`src/sv/lbpms_div.sv`:
```
// Pipelined restoring divider, one quotient bit per stage.
// Standalone; caller guarantees rem_init < den for a valid quotient.
`timescale 1ns / 1ps
`default_nettype none

module lbpms_div #(
	parameter int DEN_W = 16,
	parameter int Q_W   = 17
) (
	input  logic             clk,
	input  logic             en,
	input  logic [DEN_W-1:0] rem_init,
	input  logic [Q_W-1:0]   num,
	input  logic [DEN_W-1:0] den,
	output logic [Q_W-1:0]   quo
);

	logic [DEN_W-1:0] rem_s [1:Q_W-1];
	logic [DEN_W-1:0] den_s [1:Q_W-1];
	logic [Q_W-1:0]   num_s [1:Q_W-1];
	logic [Q_W-1:0]   quo_s [1:Q_W];

	genvar g;
	for (g = 1; g <= Q_W; g++) begin : g_step
		logic [DEN_W-1:0] rem_p;
		logic [DEN_W-1:0] den_p;
		logic [Q_W-1:0]   num_p;
		logic [Q_W-1:0]   quo_p;
		logic [DEN_W:0]   trial;
		logic [DEN_W:0]   diff;
		logic             take;

		if (g == 1) begin : g_first
			assign rem_p = rem_init;
			assign den_p = den;
			assign num_p = num;
			assign quo_p = '0;
		end else begin : g_next
			assign rem_p = rem_s[g-1];
			assign den_p = den_s[g-1];
			assign num_p = num_s[g-1];
			assign quo_p = quo_s[g-1];
		end

		assign trial = {rem_p, num_p[Q_W-1]};
		assign take  = trial >= {1'b0, den_p};
		assign diff  = take ? trial - {1'b0, den_p} : trial;

		always_ff @(posedge clk) begin
			if (en) begin
				quo_s[g] <= {quo_p[Q_W-2:0], take};
			end
		end

		if (g < Q_W) begin : g_carry
			always_ff @(posedge clk) begin
				if (en) begin
					rem_s[g] <= diff[DEN_W-1:0];
					den_s[g] <= den_p;
					num_s[g] <= {num_p[Q_W-2:0], 1'b0};
				end
			end
		end
	end

	assign quo = quo_s[Q_W];

endmodule

`default_nettype wire

```
`config.mk`:
```
export PLATFORM = sky130hd
export DESIGN_NAME = lbpms_div
export DESIGN_NICKNAME = d
export VERILOG_FILES = /design/src/sv/lbpms_div.sv
export SDC_FILE = /design/constraint.sdc
export NUM_CORES = 1
export LEC_CHECK = 0
export ABC_AREA = 1
export BUFFER_PORTS_ARGS = -buffer_cell sky130_fd_sc_hd__buf_2
export CAP_MARGIN = 15
export CORE_ASPECT_RATIO = 0.8
export CORE_UTILIZATION = 40
export DETAILED_ROUTE_END_ITERATION = 8
export HOLD_SLACK_MARGIN = 0.1
export SLEW_MARGIN = 5
export SYNTH_ARGS = -nofsm -noshare
export SYNTH_HDL_FRONTEND = slang
export SYNTH_SLANG_ARGS = --single-unit
```
`constraint.sdc`:
```
create_clock -name clk -period 2.7 [get_ports clk]
set_clock_uncertainty 0.2 [all_clocks]
set_input_delay 0.675 -clock clk [delete_from_list [all_inputs] [get_ports clk]]
set_output_delay 0.675 -clock clk [all_outputs]
set_load 0.01 [all_outputs]
```
==> results_dict.tcl <==
set metrics [dict create \
    outcome "finished clean" \
    drive_above_1_share_pct 7.66 \
    num_rows 111 \
    grt-ovfl-total 0 \
    synth_nets 5700 \
    synth_ff_type "edfxtp_1" \
    crit_fanout 11 \
    clock_latency_ps 690 \
    coreArea_um2 115000 \
    grt_pass1_vias 32600 \
    power_density_nw_per_um2 1040 \
    cts_sinks 801 \
    p_leak_uw 0.0261 \
    die_y_um 307 \
    dpl.hpwl_um 90200 \
    cp_slowest_stage_delay_ps 530 \
    worstPathArrival_ps 2810 \
    gr-usage-all-layers_pct 19.9 \
    gp_congestion 0.917 \
    synth_area_um2 46600 \
    cpMaxStageDelayCell "dlygate4sd3_1" \
    vdd_drop_max_v 0.000557 \
    grt_pass1_wl_um 183000 \
    drt_iter0_drc 3090 \
    regArea_um2 24100 \
    io_buffer_count 67 \
    cts_max_path_buffers 3 \
    synth_edf_count 801 \
    layout.nets 5942 \
    n_fill_cell 11300 \
    place_area_um2 49300 \
    r2r-end "rem_s[0][186]$_DFFE_PP_" \
    critPathLaunchType "input port" \
    start_util_pct 40.5 \
    syn_area_per_cell_um2 8.68 \
    cts_max_level 3 \
    firstDrtPassIters 6 \
    r2r_cells 13 \
    r2r-start "den_s[5][5]$_DFFE_PP_" \
    grt_max_degree 113 \
    utilization_pct 45.7 \
    design_area_um2 52500 \
    rsz0062_at_grt "true" \
    finalHoldViolations 0 \
    syn-instance-count 5361 \
    drc_errors 0 \
    die_area_um2 118000 \
    path_class "input port to register" \
    syn2layout_area_growth_pct 12.8 \
    reg2reg_slack_ps 130 \
    hold_path.class "input port to register" \
    min_period_over_period_pct 95.4 \
    worstHoldStart "rem_init[13]" \
    ys_ff_latch 801 \
    ys_warn_count 0 \
    setup_tns_ps 0 \
    setup_viol 0 \
    cts_buffers 85 \
    yosys.cell_types.count 39 \
    routed_wl_um 116000 \
    period_minus_slack_ps 2580 \
    antenna_left 0 \
    path_cells "dlygate4sd3_1 > buf_2 > inv_1 > ha_1 > nand2_1 > inv_1 > nand2_1 > nor2_2 > nand3_1 > nand2_1 > nor2_4 > buf_4 > nand3_1 > nand2_1" \
    dp_slack_ps 13.2 \
    tightest_slew_ps 659 \
    slew_headroom_pct 56.1 \
    multi_input_area_um2 18200 \
    p_total_uw 54800 \
    die_x_um 383 \
    drv_slew 0 \
    io_pins 68 \
    cp_common_cell "nand2_1" \
    clock.fmax_mhz 388 \
    maxCapViolations 0 \
    synthArstFlopShare_pct 0 \
    crit_path_end_kind "register" \
    synth_seq_area_share_pct 51.7 \
    cp.required_ps 2930 \
    layout_setup_ws_ps 124 \
    wire_per_inst_um 16.2 \
    hold_end "rem_s[0][30]$_DFFE_PP_" \
    antenna_found_initial 2 \
    vias 34700 \
    vias_per_cell 4.82 \
    cts_tree "built" \
    cts-root-buf "clkbuf_16" \
    clk_pin_slew_worst_paths_ps 60 \
    min_path_cells 3 \
]
-- repair_timing --
item,in CTS,in global routing
buffers inserted,0,4
endpoints found under the setup margin,0,24
gates resized for setup,0,0
endpoints found under the hold margin,47,0
hold buffers,47,0
-- registers in the layout (all words and copies together) (netlist names) --
register and cells:
den_s 256, num_s 136, quo_s 153, rem_s 256
-- per-stage QoR --
step                hold WS [ps]  instances
global route                 126       7191
CTS                          108       7187
finish                       169       7192
floorplan                    200       5361
detailed placement           205       6990
global placement             201       6990
-- cells by family after synthesis --
logic type	count (synthesis)	share of synthesized area, %
buffers and inverters	1094	9.29
and+or+nand+nor	2896	27.0
AOI/OAI and AO/OA	185	2.22
xor gates and xnor gates	97	1.82
DFF	801	51.7
adders and majority gates	288	8.00
-- cell usage after synthesis, types with 6 or more instances --
| cell | count | share of area [%] |
|---|---|---|
| fa_1 | 16 | 0.69 |
| nand3b_1 | 29 | 0.47 |
| nand2_4 | 24 | 0.58 |
| a21oi_1 | 146 | 1.6 |
| xor2_1 | 76 | 1.4 |
| buf_2 | 26 | 0.28 |
| nor3_1 | 38 | 0.41 |
| nor4_4 | 6 | 0.27 |
| nand2_1 | 1954 | 16 |
| and2_1 | 15 | 0.20 |
| nand3_1 | 446 | 4.8 |
| nand3_2 | 14 | 0.30 |
| buf_6 | 15 | 0.36 |
| and3_1 | 8 | 0.11 |
| nor2_2 | 19 | 0.26 |
| buf_4 | 15 | 0.24 |
| nor2_4 | 17 | 0.41 |
| nand4_1 | 77 | 1.0 |
| edfxtp_1 | 801 | 52 |
| o21bai_1 | 11 | 0.18 |
| inv_2 | 12 | 0.097 |
| nand2_2 | 40 | 0.54 |
| xnor2_1 | 21 | 0.40 |
| o21a_1 | 18 | 0.29 |
| inv_1 | 1023 | 8.2 |
| nor2_1 | 195 | 1.6 |
| ha_1 | 272 | 7.3 |
-- worst max path at each step --
stage	startpoint	end	slack, ps	cells past startpoint
after floorplan	den[10]	rem_s[0][20]$_DFFE_PP_	310	13
after CTS	rem_s[0][185]$_DFFE_PP_	rem_s[0][207]$_DFFE_PP_	70	11
after detailed placement	num[16]	rem_s[0][30]$_DFFE_PP_	10	12
final	den[10]	rem_s[0][30]$_DFFE_PP_	120	14
after global routing	den_s[5][5]$_DFFE_PP_	rem_s[0][186]$_DFFE_PP_	-10	13
after global placement	num[16]	rem_s[0][26]$_DFFE_PP_	-7	12
-- critical path: cells and delay by family --
family                     cells  cell delay [ps]
adders and majority gates      1              370
buffers and inverters          5              970
and+or+nand+nor                8              800
-- per-layer routing --
layer | track usage, % | vias up | part of all wire, %
li1 | - | 17700 | -
met1 | 30.3 | 16000 | 51
met2 | 29.0 | 897 | 42
met3 | 3.30 | 131 | 5.9
met4 | 4.72 | 0 | 2.0
met5 | 0 | - | 0
-- layout make-up --
type                    instances  area share (%)
flip-flops and latches        801            45.8
multi-input cells            3466            34.6
inverters                    1035            7.40
clock buffers                 102            4.21
well taps                    1525            3.63
repair buffers                214            3.37
clock inverters                48           0.944
diodes                          1         0.00477
-- power by group --
part	internal (uW)	total, uW	leakage, uW	switching [uW]
Combinational	8260	24100	0.0169	15900
Sequential	17400	19200	0.00787	1780
Clock	6550	11500	0.00129	4990
Total	32200	54800	0.0261	22600
-- cells in the final DEF, fill, tap and decap left out, types with 6 or more instances in the layout --
cell | netlist | layout
dlygate4sd3_1 | 0 | 47
ha_1 | 272 | 272
a21oi_1 | 146 | 146
buf_12 | 1 | 16
nor3_1 | 38 | 38
nand2_4 | 24 | 24
nor2_2 | 19 | 19
buf_2 | 26 | 66
o21a_1 | 18 | 18
bufinv_16 | 0 | 7
nand3_1 | 446 | 446
nor2_1 | 195 | 195
edfxtp_1 | 801 | 801
clkbuf_16 | 0 | 86
clkinvlp_4 | 0 | 7
fa_1 | 16 | 16
xor2_1 | 76 | 76
clkbuf_1 | 0 | 16
and3_1 | 8 | 8
nand2_1 | 1954 | 1954
nor2_4 | 17 | 17
o21bai_1 | 11 | 11
nand3_2 | 14 | 14
xnor2_1 | 21 | 21
and2_1 | 15 | 15
inv_1 | 1023 | 1023
inv_2 | 12 | 12
nand2_2 | 40 | 40
nand3b_1 | 29 | 29
buf_4 | 15 | 84
nand4_1 | 77 | 77
nor4_4 | 6 | 6
clkinv_1 | 0 | 18
Power figures use the tool's default switching activity.
